==> config.mk <==
export PLATFORM = sky130hd
export DESIGN_NAME = rgbhsi_front
export DESIGN_NICKNAME = d
export VERILOG_FILES = /design/src/rtl/rgbhsi_pkg.sv /design/src/rtl/rgbhsi_front.sv
export SDC_FILE = /design/constraint.sdc
export NUM_CORES = 1
export LEC_CHECK = 0
export BUFFER_PORTS_ARGS = -buffer_cell sky130_fd_sc_hd__buf_4
export CORE_ASPECT_RATIO = 0.7
export CORE_UTILIZATION = 45
export CTS_CLUSTER_SIZE = 20
export DETAILED_ROUTE_END_ITERATION = 8
export GPL_TIMING_DRIVEN = 0
export HOLD_SLACK_MARGIN = 0.03
export PLACE_DENSITY_LB_ADDON = 0.12
export SLEW_MARGIN = 40
export SYNTH_ARGS = -nofsm -noshare
export SYNTH_HDL_FRONTEND = slang
export SYNTH_SLANG_ARGS = --single-unit
==> constraint.sdc <==
create_clock -name clk_i -period 7.2 [get_ports clk_i]
set_input_delay 0.36 -clock clk_i [delete_from_list [all_inputs] [get_ports clk_i]]
set_output_delay 0.36 -clock clk_i [all_outputs]
set_load 0.05 [all_outputs]
==> src/rtl/rgbhsi_pkg.sv <==
// Shared types, widths and constants for the RGB to HSI converter.
package rgbhsi_pkg;

  localparam int HueIterations = 16;
  localparam int CordicStages  = (HueIterations > 24) ? 24 : HueIterations;
  localparam int Latency       = CordicStages + 3;

  localparam int XW  = 29;
  localparam int AW  = 35;
  localparam int NW  = 19;
  localparam int DW  = 11;
  localparam int QW  = 8;

  localparam logic [16:0] Sqrt3Q16 = 17'd113512;
  localparam logic [13:0] RecipSix = 14'd10923;
  localparam logic signed [AW-1:0] QuarterTurn = AW'(64'sd1073741824);
  localparam logic signed [AW-1:0] HalfTurn    = AW'(64'sd2147483648);

  localparam logic [29:0] AtanTurns [24] = '{
    30'd536870912, 30'd316933406, 30'd167458907, 30'd85004756, 30'd42667331,
    30'd21354465, 30'd10679838, 30'd5340245, 30'd2670163, 30'd1335087,
    30'd667544, 30'd333772, 30'd166886, 30'd83443, 30'd41722, 30'd20861,
    30'd10430, 30'd5215, 30'd2608, 30'd1304, 30'd652, 30'd326, 30'd163, 30'd81
  };

  typedef struct packed {
    logic       gray;
    logic       axis;
    logic       xpos;
    logic       bgtg;
    logic [7:0] intensity;
  } side_t;

  typedef struct packed {
    logic signed [XW-1:0] x;
    logic signed [XW-1:0] y;
    logic signed [AW-1:0] ang;
    logic [NW-1:0]        rem;
    logic [DW-1:0]        den;
    logic [QW-1:0]        quo;
    side_t                side;
  } work_t;

endpackage

==> src/rtl/rgbhsi_front.sv <==
// Input stages: channel analysis, vector setup, saturation operands and intensity.
module rgbhsi_front (
  input  logic                clk_i,
  input  logic                rst_ni,
  input  logic                valid_i,
  input  logic [7:0]          red_i,
  input  logic [7:0]          green_i,
  input  logic [7:0]          blue_i,
  output logic                valid_o,
  output rgbhsi_pkg::work_t   work_o
);

  logic              v1_q;
  logic [9:0]        sum_q;
  logic [7:0]        mn_q;
  logic [7:0]        d_q;
  logic signed [10:0] xs_q;
  logic              gray_q, axis_q, bgtg_q;
  logic              v2_q;
  rgbhsi_pkg::work_t work_q;

  logic [9:0]         sum_d;
  logic [7:0]         mn_d;
  logic signed [10:0] xs_d;

  always_comb begin
    sum_d = {2'b0, red_i} + {2'b0, green_i} + {2'b0, blue_i};
    mn_d  = (red_i < green_i) ? red_i : green_i;
    if (blue_i < mn_d) mn_d = blue_i;
    xs_d  = $signed({2'b0, red_i, 1'b0}) - $signed({3'b0, green_i})
          - $signed({3'b0, blue_i});
  end

  always_ff @(posedge clk_i or negedge rst_ni) begin
    if (!rst_ni) begin
      v1_q <= 1'b0;
    end else begin
      v1_q <= valid_i;
    end
  end

  always_ff @(posedge clk_i) begin
    sum_q  <= sum_d;
    mn_q   <= mn_d;
    xs_q   <= xs_d;
    d_q    <= (green_i > blue_i) ? (green_i - blue_i) : (blue_i - green_i);
    gray_q <= (red_i == green_i) && (green_i == blue_i);
    axis_q <= (green_i == blue_i);
    bgtg_q <= (blue_i > green_i);
  end

  logic signed [rgbhsi_pkg::XW-1:0] x0, ymul_s;
  logic [24:0]                      ymul;
  logic [9:0]                       diff;
  logic [18:0]                      num_sat;
  logic [10:0]                      num_int;
  logic [24:0]                      prod_int;
  rgbhsi_pkg::work_t                work_d;

  always_comb begin
    x0       = {{(rgbhsi_pkg::XW-27){xs_q[10]}}, xs_q, 16'b0};
    ymul     = d_q * rgbhsi_pkg::Sqrt3Q16;
    ymul_s   = $signed({{(rgbhsi_pkg::XW-25){1'b0}}, ymul});
    diff     = sum_q - 10'(3 * mn_q);
    num_sat  = {9'b0, diff} * 19'd510 + {9'b0, sum_q};
    num_int  = {sum_q, 1'b0} + 11'd3;
    prod_int = num_int * rgbhsi_pkg::RecipSix;
    work_d   = '0;
    if (x0 < 0) begin
      work_d.x   = ymul_s;
      work_d.y   = -x0;
      work_d.ang = rgbhsi_pkg::QuarterTurn;
    end else begin
      work_d.x   = x0;
      work_d.y   = ymul_s;
      work_d.ang = '0;
    end
    work_d.rem            = num_sat;
    work_d.den            = {sum_q, 1'b0};
    work_d.quo            = '0;
    work_d.side.gray      = gray_q;
    work_d.side.axis      = axis_q;
    work_d.side.xpos      = (xs_q > 0);
    work_d.side.bgtg      = bgtg_q;
    work_d.side.intensity = prod_int[23:16];
  end

  always_ff @(posedge clk_i or negedge rst_ni) begin
    if (!rst_ni) begin
      v2_q <= 1'b0;
    end else begin
      v2_q <= v1_q;
    end
  end

  always_ff @(posedge clk_i) begin
    work_q <= work_d;
  end

  assign valid_o = v2_q;
  assign work_o  = work_q;

endmodule

# == Yosys cells after proc, flatten, opt, wreduce, memory -nomap -nowiden ==
# Cells that the tools add are included.
# word_totals
ff_bits,174
# op_classes
n_mux,4
reduce_logical,1
n_eq_ne,2
n_lt_le_gt_ge,6
n_addsub,10
n_mul,4
# op_table
cell,n
$mux 89,1
$neg 27->29,1
$lt 27x1->1 const B,1
$mul 11x14->24 const B,1
$mux 8,3
$mul 8x14->22 const B,1
$add 19x10->19,1
$mul 10x8->18 const B,1
$eq 8x8->1,2
$gt 8x8->1,2
$lt 8x8->1,2
$sub 8x8->8,2
$add 11x2->11 const B,1
$gt 11x1->1 const B,1
$sub 10x9->11,1
$add 9x8->10,1
$mul 2x8->10 const A,1
$sub 10x10->10,1
$sub 9x8->10,1
$add 8x8->9,1
$logic_and 1x1->1,1

# == Depth between registers and ports, before layout ==
# Gate-level depths: netlist of the first run.
# logic_depth
ltp_word,4
ltp_mapped,30

# == Least setup slack after synthesis of the first run ==
# Ideal clock, no wire load.
# synth_path
kind,register to register
startpoint,reg sum_q[0]
endpoint,"reg work_q, in the netlist work_o[49]"
setup_time_ns,0.121
t_arrival_ns,6.475
period_less_slack_ns,6.596
required_time_ns,7.079
slack_ns,0.604
n_path_buf,0
path_stages_with_launch,30
path_cell_list,dfxtp_1 inv_1 ha_1 inv_1 ha_1 nor2_1 fa_1 nor2b_1 o21a_1 o21a_1 o31a_1 o21a_1 nor2_1 xnor2_1 xor2_1 ha_1 fa_1 inv_1 fa_1 fa_1 inv_1 ha_1 a21o_1 a21o_1 a31o_1 a21oi_1 xor2_1 nor2_1 and4bb_1 xnor2_1
# synth_via
elab_chain_len,3
# synth_lines
item,line,source
"start, declared",rgbhsi_front.sv:14,logic [9:0] sum_q;
"start signal, assigned",rgbhsi_front.sv:43,sum_q <= sum_d;
$sub 10x10->10,rgbhsi_front.sv:64,diff = sum_q - 10'(3 * mn_q);
$mul 10x8->18,rgbhsi_front.sv:65,"num_sat = {9'b0, diff} * 19'd510 + {9'b0, sum_q};"
$add 19x10->19 (*),rgbhsi_front.sv:65,
via num_sat[18],rgbhsi_front.sv:55,logic [18:0] num_sat;
"end signal, assigned",rgbhsi_front.sv:97,work_q <= work_d;
"end, declared",rgbhsi_front.sv:20,rgbhsi_pkg::work_t work_q;
# The timed path passes the listed nets; every way through them passes the cells marked *.
# A chain may end at the register's enable or synchronous reset.

# == Worst setup path in the final report of the first run ==
# layout_path
startpoint,reg sum_q[0]
endpoint,"reg work_q, in the netlist work_o[48]"
# The elaborated chain is that of the path after synthesis.

==> Implementation_results.wiki, run 1 <==
{| class="wikitable"
! Metric !! Value
|-
| Total global-route track usage || 21.32%
|-
| Synthesis-stage register bit count || 132
|-
| Hold WC Path Type || input port to async pin
|-
| Initial DRT Pass Iterations || 5
|-
| Max H-tree Level || 4
|-
| Buf/Inv on CP || 6
|-
| Final #Nets || 2031
|-
| Final hold violation count || 0
|-
| Initial cell density of the core || 46.53%
|-
| Slowest cell on crit path || sky130_fd_sc_hd__fa_1
|-
| Unrepaired setup endpoints after global routing || true
|-
| Critical path launch point || sum_q[0]
|-
| Arrival time at the worst endpoint || 7.19 ns
|-
| Non-filler instance count after layout || 2059
|-
| Max-capacitance violation count || 0
|-
| Endpoint type of the worst setup path || flop
|-
| Share of the clock period used by the worst path || 94.93%
|-
| Post-placement setup slack || -0.3468 ns
|-
| Global-route wire length before repair || 51.59 mm
|-
| DR vias || 10125
|-
| Maximum cell stage delay along the critical path || 0.57 ns
|-
| Worst hold slack after final layout || 0.2369 ns
|-
| Leading cell type by number of instances after synthesis || sky130_fd_sc_hd__inv_1
|-
| Layout area overhead || 16.88%
|-
| Starting DRC count in detailed routing || 519
|-
| Leading area contributor after synthesis || sky130_fd_sc_hd__ha_1
|-
| Post-DRT Antenna Nets || 0
|-
| Req. time, crit path || 7.56 ns
|-
| Syn_area_per_cell || 9.449 um2
|-
| Crit Path Category || flop to flop
|-
| Ports placed on the boundary || 171
|-
| Die span in y || 147.7 um
|-
| Highest fanout seen on the critical path || 6
|-
| Vias/cell || 4.917
|-
| Count of warnings emitted by yosys || 0
|-
| Clk slew on worst S/H paths || 0.07 ns
|-
| Post-route setup slack || 0.3647 ns
|-
| Crit path max-delay family || adder cells
|-
| Final number of setup-violating endpoints || 0
|-
| Diode count || 0
|-
| Maximum number of pins on one net before global-route repair || 17
|-
| Worst-Skew Late Latency || 0.44 ns
|-
| Critical path's most frequent cell || sky130_fd_sc_hd__inv_1
|-
| TritonCTS clock tree || yes
|-
| Post-synthesis instance area || 13650 um2
|-
| Std cell rows || 52
|-
| Last weighted congestion value of the routability-driven placer || 0.8857
|-
| Cells taking the most area after synthesis || sky130_fd_sc_hd__ha_1 (22%), sky130_fd_sc_hd__dfxtp_1 (19%), sky130_fd_sc_hd__fa_1 (18%), sky130_fd_sc_hd__inv_1 (7.0%), sky130_fd_sc_hd__xnor2_1 (4.3%)
|-
| Initial antenna violation count || 0
|-
| Most numerous cell types in the synthesized netlist || sky130_fd_sc_hd__inv_1 (253), sky130_fd_sc_hd__ha_1 (241), sky130_fd_sc_hd__dfxtp_1 (130)
|-
| Transition at the pin with the smallest max-transition slack || 0.7947 ns
|-
| Via count of the first global-routing pass || 9905
|-
| Number of sinks on the clock net || 132
|-
| Wire length reported by the detailed router || 31.78 mm
|-
| Post-route DRC violation count || 0
|-
| Run status || finished, final reports clean
|-
| Clock Skews || 0.01200 ns
|-
| Count of cell types in the netlist || 75
|-
| Timing-limited maximum frequency || 0.1463 GHz
|-
| Core outline area || 29340 um2
|-
| Post-synth EDFFs || 0
|-
| Fraction of final layout cells sized beyond drive strength 1 || 15.84%
|-
| Most used flip-flop cell after synthesis || sky130_fd_sc_hd__dfxtp_1
|-
| Final Slew Violations || 0
|-
| Buffer cell driving the clock tree root || sky130_fd_sc_hd__clkbuf_16
|-
| Number of buffers created by CTS || 17
|-
| Remaining global-route overflow || 0
|-
| Element type at the critical path start || flop
|-
| IO Port Bufs || 121
|-
| Drt wl/cell || 15.43 um
|-
| Fraction of synthesized cell area taken by the top area cell type || 22.09%
|-
| Number of cells produced by synthesis || 1445
|-
| Async SR Flop Fraction || 1.515%
|-
| Cell count after placement || 2022
|-
| Horizontal extent of the die || 210.2 um
|-
| Sequential share of the synthesized area || 19.43%
|-
| Die Footprint || 31050 um2
|-
| Half-perimeter wire length of the detailed placement result || 26.54 mm
|-
| Post-layout minimum cycle time || 6.835 ns
|-
| R2R Path Start || sum_q[0]
|-
| Maximum buffer depth of the clock tree || 2
|-
| Worst rel slew slack || 47.02%
|}
[cell type report]
class                           instances  area [um2]
Buffer                                 65       452.9
Multi-Input combinational cell       1045        9866
Sequential cell                       132        2654
Clock inverter                         14       127.6
Clock buffer                           18       439.2
Fill cell                            2694       13390
Timing Repair Buffer                  127       958.4
Inverter                              253       953.4
Tap cell                              405       506.7
[per-layer routing]
layer / GRT usage [%] / share of wire (%)
met2: 30.41 / 40
met4: 4.854 / 1.1
met3: 3.633 / 5.3
met5: 0 / 0
met1: 33.03 / 54
[state kept, by name, summed over array words and instances, names as in the netlist, 7 cells and up]
register / flops
d_q: 7
mn_q: 8
sum_q: 10
work_o: 91
xs_q: 11
[final timing paths]
check / end / slack (ns) / cells past startpoint
max in group asynchronous: v1_q / 6.88 / 2
worst max register to register: work_o[48] / 0.36 / 28
worst max-delay path: work_o[48] / 0.36 / 28
min in group clk_i: mn_q[6] / 0.30 / 3
worst min register to register: work_o[10] / 0.33 / 0
worst min-delay path: valid_o / 0.24 / 2
[worst reg2reg max path, delay by kind of cell, from the launching register on]
kind | cells | cell delay [ns]
DFF | 1 | 0.38
buffers and inverters | 6 | 0.56
adders and majority gates | 8 | 2.91
xor gates and xnor gates | 3 | 0.60
and+or+nand+nor | 5 | 0.94
AOI/OAI and AO/OA | 6 | 1.35
[per-stage QoR]
step / utilization (%) / cell area [um2] / setup TNS (ns)
3_3_place_gp: 52.00 / 15260 / -0.3271
3_5_place_dp: 52.00 / 15260 / -0.8292
2_1_floorplan: - / 13840 / 0
5_1_grt: 54.38 / 15960 / -0.04466
6_report: 54.38 / 15960 / 0
4_1_cts: 54.11 / 15880 / 0
[placed cells by master, fill, tap and decap left out, types with 11 or more instances in the layout]
cell type	instances
sky130_fd_sc_hd__inv_1	252
sky130_fd_sc_hd__xor2_1	38
sky130_fd_sc_hd__nor3_1	30
sky130_fd_sc_hd__buf_4	177
sky130_fd_sc_hd__o21bai_1	11
sky130_fd_sc_hd__a21o_1	31
sky130_fd_sc_hd__conb_1	52
sky130_fd_sc_hd__o21ai_0	34
sky130_fd_sc_hd__nand3_1	12
sky130_fd_sc_hd__mux2_2	15
sky130_fd_sc_hd__nor2b_1	14
sky130_fd_sc_hd__fa_1	122
sky130_fd_sc_hd__nand2_1	56
sky130_fd_sc_hd__nor2_1	84
sky130_fd_sc_hd__a21oi_1	63
sky130_fd_sc_hd__ha_1	239
sky130_fd_sc_hd__xnor2_1	66
sky130_fd_sc_hd__o21a_1	20
sky130_fd_sc_hd__dfxtp_1	129
sky130_fd_sc_hd__clkbuf_16	17
[repair_timing]
item	in CTS	in global routing
setup buffers	2	2
hold buffers	2	0
pin swaps	1	1
endpoints found under the setup margin	5	8
hold endpoints to repair	3	0
gates resized for setup	3	15
[cell families (layout without fill, tap and decap cells)]
kind of cell	Yosys count	in the layout	synth area share, %
simple gates	258	258	9.192
other cells	1	52	0.02747
mux	26	26	2.053
buf+inv	319	477	10.30
compound gates	236	236	11.85
xor+xnor	109	109	7.102
fa+ha+maj	364	364	40.05
flops	132	132	19.43
Power of run 1 is not shown: default switching activity piles up to over one toggle a cycle in this logic, so the estimate is an artifact.
==> run 2: changes to the inputs <==
--- a/config.mk
+++ b/config.mk
@@ -5,8 +5,12 @@
 export SDC_FILE = /design/constraint.sdc
 export NUM_CORES = 1
 export LEC_CHECK = 0
+export ABC_AREA = 1
 export BUFFER_PORTS_ARGS = -buffer_cell sky130_fd_sc_hd__buf_4
+export CELL_PAD_IN_SITES_DETAIL_PLACEMENT = 1
+export CELL_PAD_IN_SITES_GLOBAL_PLACEMENT = 1
 export CORE_ASPECT_RATIO = 0.7
+export CORE_MARGIN = 1
 export CORE_UTILIZATION = 45
 export CTS_CLUSTER_SIZE = 20
 export DETAILED_ROUTE_END_ITERATION = 8
==> run 2 against run 1 <==
Net effect:
- register-to-register slack worse by 0.20 ns
- sequential share of layout area is 0.38 points lower
- maximum frequency decreased by 2.8%
- sequential cell count is the same
- worst hold slack got worse by 0.026 ns
- non-clock buffer count up 6
- first-iteration DRC count fell by 10%
- critical path depth up 7
- routed wire length increased by 22%
==> Implementation_results.wiki, run 2 <==
{| class="wikitable"
! Metric !! Value
|-
| Worst-Skew Late Latency || 0.44 ns
|-
| Hold path start || blue_i[5]
|-
| Buffer cell driving the clock tree root || sky130_fd_sc_hd__clkbuf_16
|-
| Timing-limited maximum frequency || 0.1422 GHz
|-
| DR vias || 11388
|-
| Highest fanout seen on the critical path || 4
|-
| Slowest cell on crit path || sky130_fd_sc_hd__fa_1
|-
| Post-synthesis instance area || 13840 um2
|-
| Fraction of final layout cells sized beyond drive strength 1 || 14.51%
|-
| R2R Path Start || sum_q[0]
|-
| Number of sinks on the clock net || 132
|-
| Sequential share of the synthesized area || 19.17%
|-
| Syn_area_per_cell || 8.321 um2
|-
| Filler Cells Inserted || 3703
|-
| Final Slew Violations || 0
|-
| Final number of setup-violating endpoints || 0
|-
| Maximum buffer depth of the clock tree || 2
|-
| Count of warnings emitted by yosys || 0
|-
| Global-route wire length before repair || 60.66 mm
|-
| Clock Skews || 0.01247 ns
|-
| Initial DRT Pass Iterations || 4
|-
| Half-perimeter wire length of the detailed placement result || 32.43 mm
|-
| Layout area overhead || 18.40%
|-
| Maximum number of pins on one net before global-route repair || 17
|-
| Run status || finished, final reports clean
|-
| Max H-tree Level || 4
|-
| Die Footprint || 31460 um2
|-
| Max-capacitance violation count || 0
|-
| Wire length reported by the detailed router || 38.63 mm
|-
| Commonest cells after routing, fill and taps aside || sky130_fd_sc_hd__inv_1 (332), sky130_fd_sc_hd__nand2_1 (248), sky130_fd_sc_hd__ha_1 (237), sky130_fd_sc_hd__buf_4 (185), sky130_fd_sc_hd__dfxtp_1 (126)
|-
| Fraction of synthesized cell area taken by the top area cell type || 21.79%
|-
| Last weighted congestion value of the routability-driven placer || 0.9282
|-
| Post-layout minimum cycle time || 7.031 ns
|-
| Worst rel slew slack || 55.35%
|-
| IO Port Bufs || 121
|-
| Diode count || 0
|-
| Initial cell density of the core || 45.96%
|-
| Hold WC Path Type || input port to flop
|-
| Max reg flops || 91
|-
| Count of cell types in the netlist || 45
|-
| Storage cell area || 2663 um2
|-
| Post-synth EDFFs || 0
|-
| Async SR Flop Fraction || 1.515%
|-
| TritonCTS clock tree || yes
|-
| Cells taking the most area after synthesis || sky130_fd_sc_hd__ha_1 (22%), sky130_fd_sc_hd__dfxtp_1 (19%), sky130_fd_sc_hd__fa_1 (18%), sky130_fd_sc_hd__inv_1 (9.2%), sky130_fd_sc_hd__nand2_1 (6.8%)
|-
| Maximum cell stage delay along the critical path || 0.53 ns
|-
| Multi-input logic area || 9844 um2
|-
| Crit Path Category || flop to flop
|-
| Leading cell type in the layout, fill and taps excluded || sky130_fd_sc_hd__inv_1
|-
| Critical path launch point || sum_q[0]
|-
| Starting DRC count in detailed routing || 466
|-
| Initial antenna violation count || 0
|-
| Element type at the critical path start || flop
|-
| Via count of the first global-routing pass || 11578
|-
| Req. time, crit path || 7.53 ns
|-
| Ports placed on the boundary || 171
|-
| Synthesis-stage register bit count || 132
|-
| Post-route DRC violation count || 0
|-
| Core outline area || 30110 um2
|-
| Std cell rows || 53
|-
| Endpoint type of the worst setup path || flop
|-
| Die span in y || 148.7 um
|-
| Number of cells produced by synthesis || 1663
|-
| Horizontal extent of the die || 211.6 um
|-
| Final hold violation count || 0
|-
| Most numerous cell types in the synthesized netlist || sky130_fd_sc_hd__inv_1 (339), sky130_fd_sc_hd__nand2_1 (251), sky130_fd_sc_hd__ha_1 (241)
|-
| Arrival time at the worst endpoint || 7.36 ns
|-
| Number of buffers created by CTS || 17
|-
| Clk slew on worst S/H paths || 0.07 ns
|-
| Leading cell type by number of instances after synthesis || sky130_fd_sc_hd__inv_1
|-
| Post-DRT Antenna Nets || 0
|-
| Most used flip-flop cell after synthesis || sky130_fd_sc_hd__dfxtp_1
|-
| Share of the core filled with cells in the final layout || 54.42%
|-
| Final #Nets || 2258
|-
| Transition at the pin with the smallest max-transition slack || 0.6685 ns
|-
| Leading area contributor after synthesis || sky130_fd_sc_hd__ha_1
|-
| Drt wl/cell || 16.85 um
|-
| Share of the clock period used by the worst path || 97.65%
|-
| Total global-route track usage || 24.94%
|-
| Vias/cell || 4.966
|-
| Remaining global-route overflow || 0
|}
[run 2: worst paths after layout]
path                              end  slack, ns  depth (start not counted)
max                        work_o[47]       0.17                         35
min                           mn_q[5]       0.21                          3
max reg2reg                work_o[47]       0.17                         35
min reg2reg                work_o[10]       0.33                          0
max in group asynchronous        v1_q       6.86                          2
min in group asynchronous     valid_o       0.26                          2
[run 2: critical path: cells and delay by family, from the launching register on]
family                   cells  cell delay (ns)
AO/OA/AOI/OAI                2             0.36
XOR/XNOR                     4             0.65
adder cells (fa/ha/maj)      9             3.04
buffers and inverters        9             0.89
flip-flops                   1             0.38
AND/OR/NAND/NOR             11             1.59
[run 2: layout make-up]
type,count,share of cell area [%]
sequential,132,16.25
multi-input combinational,1178,60.09
inverter,341,7.836
buffer,63,2.665
tap,412,3.146
timing repair buffer,135,6.217
clock inverter,14,1.176
clock buffer,18,2.620
[run 2: repair_timing]
item                                    in CTS  in global routing
hold buffers                                 2                  0
endpoints found under the setup margin       9                  7
gates resized for setup                     14                 28
endpoints found under the hold margin        3                  0
pin swaps                                    3                 10
setup buffers                                2                 10
[run 2: metal layers]
metal / GRT usage, % / share of wire (%)
met5: 0 / 0
met4: 4.783 / 1.1
met3: 4.371 / 4.2
met2: 37.73 / 43
met1: 37.11 / 52
[run 2: kinds of logic after synthesis]
kind of cell    share of synthesized area, %
buf+inv                                12.41
fa+ha+maj                              39.44
xor+xnor                               6.384
compound gates                         8.229
flops                                  19.17
other cells                          0.02710
mux                                   0.4521
simple gates                           13.89
[run 2: through the flow]
step	hold slack [ns]	cells	TNS [ns]	setup slack, ns	instance area (um2)
2_1_floorplan	0.06441	1714	0	0.4290	14030
3_3_place_gp	0.1436	2247	-4.973	-1.104	15450
3_5_place_dp	0.1447	2247	-6.570	-1.298	15460
4_1_cts	0.1952	2283	0	0.006541	16190
5_1_grt	0.2131	2293	-0.1112	-0.06913	16380
6_report	0.2113	2293	0	0.1691	16380
Power of run 2 is left out for the same reason.
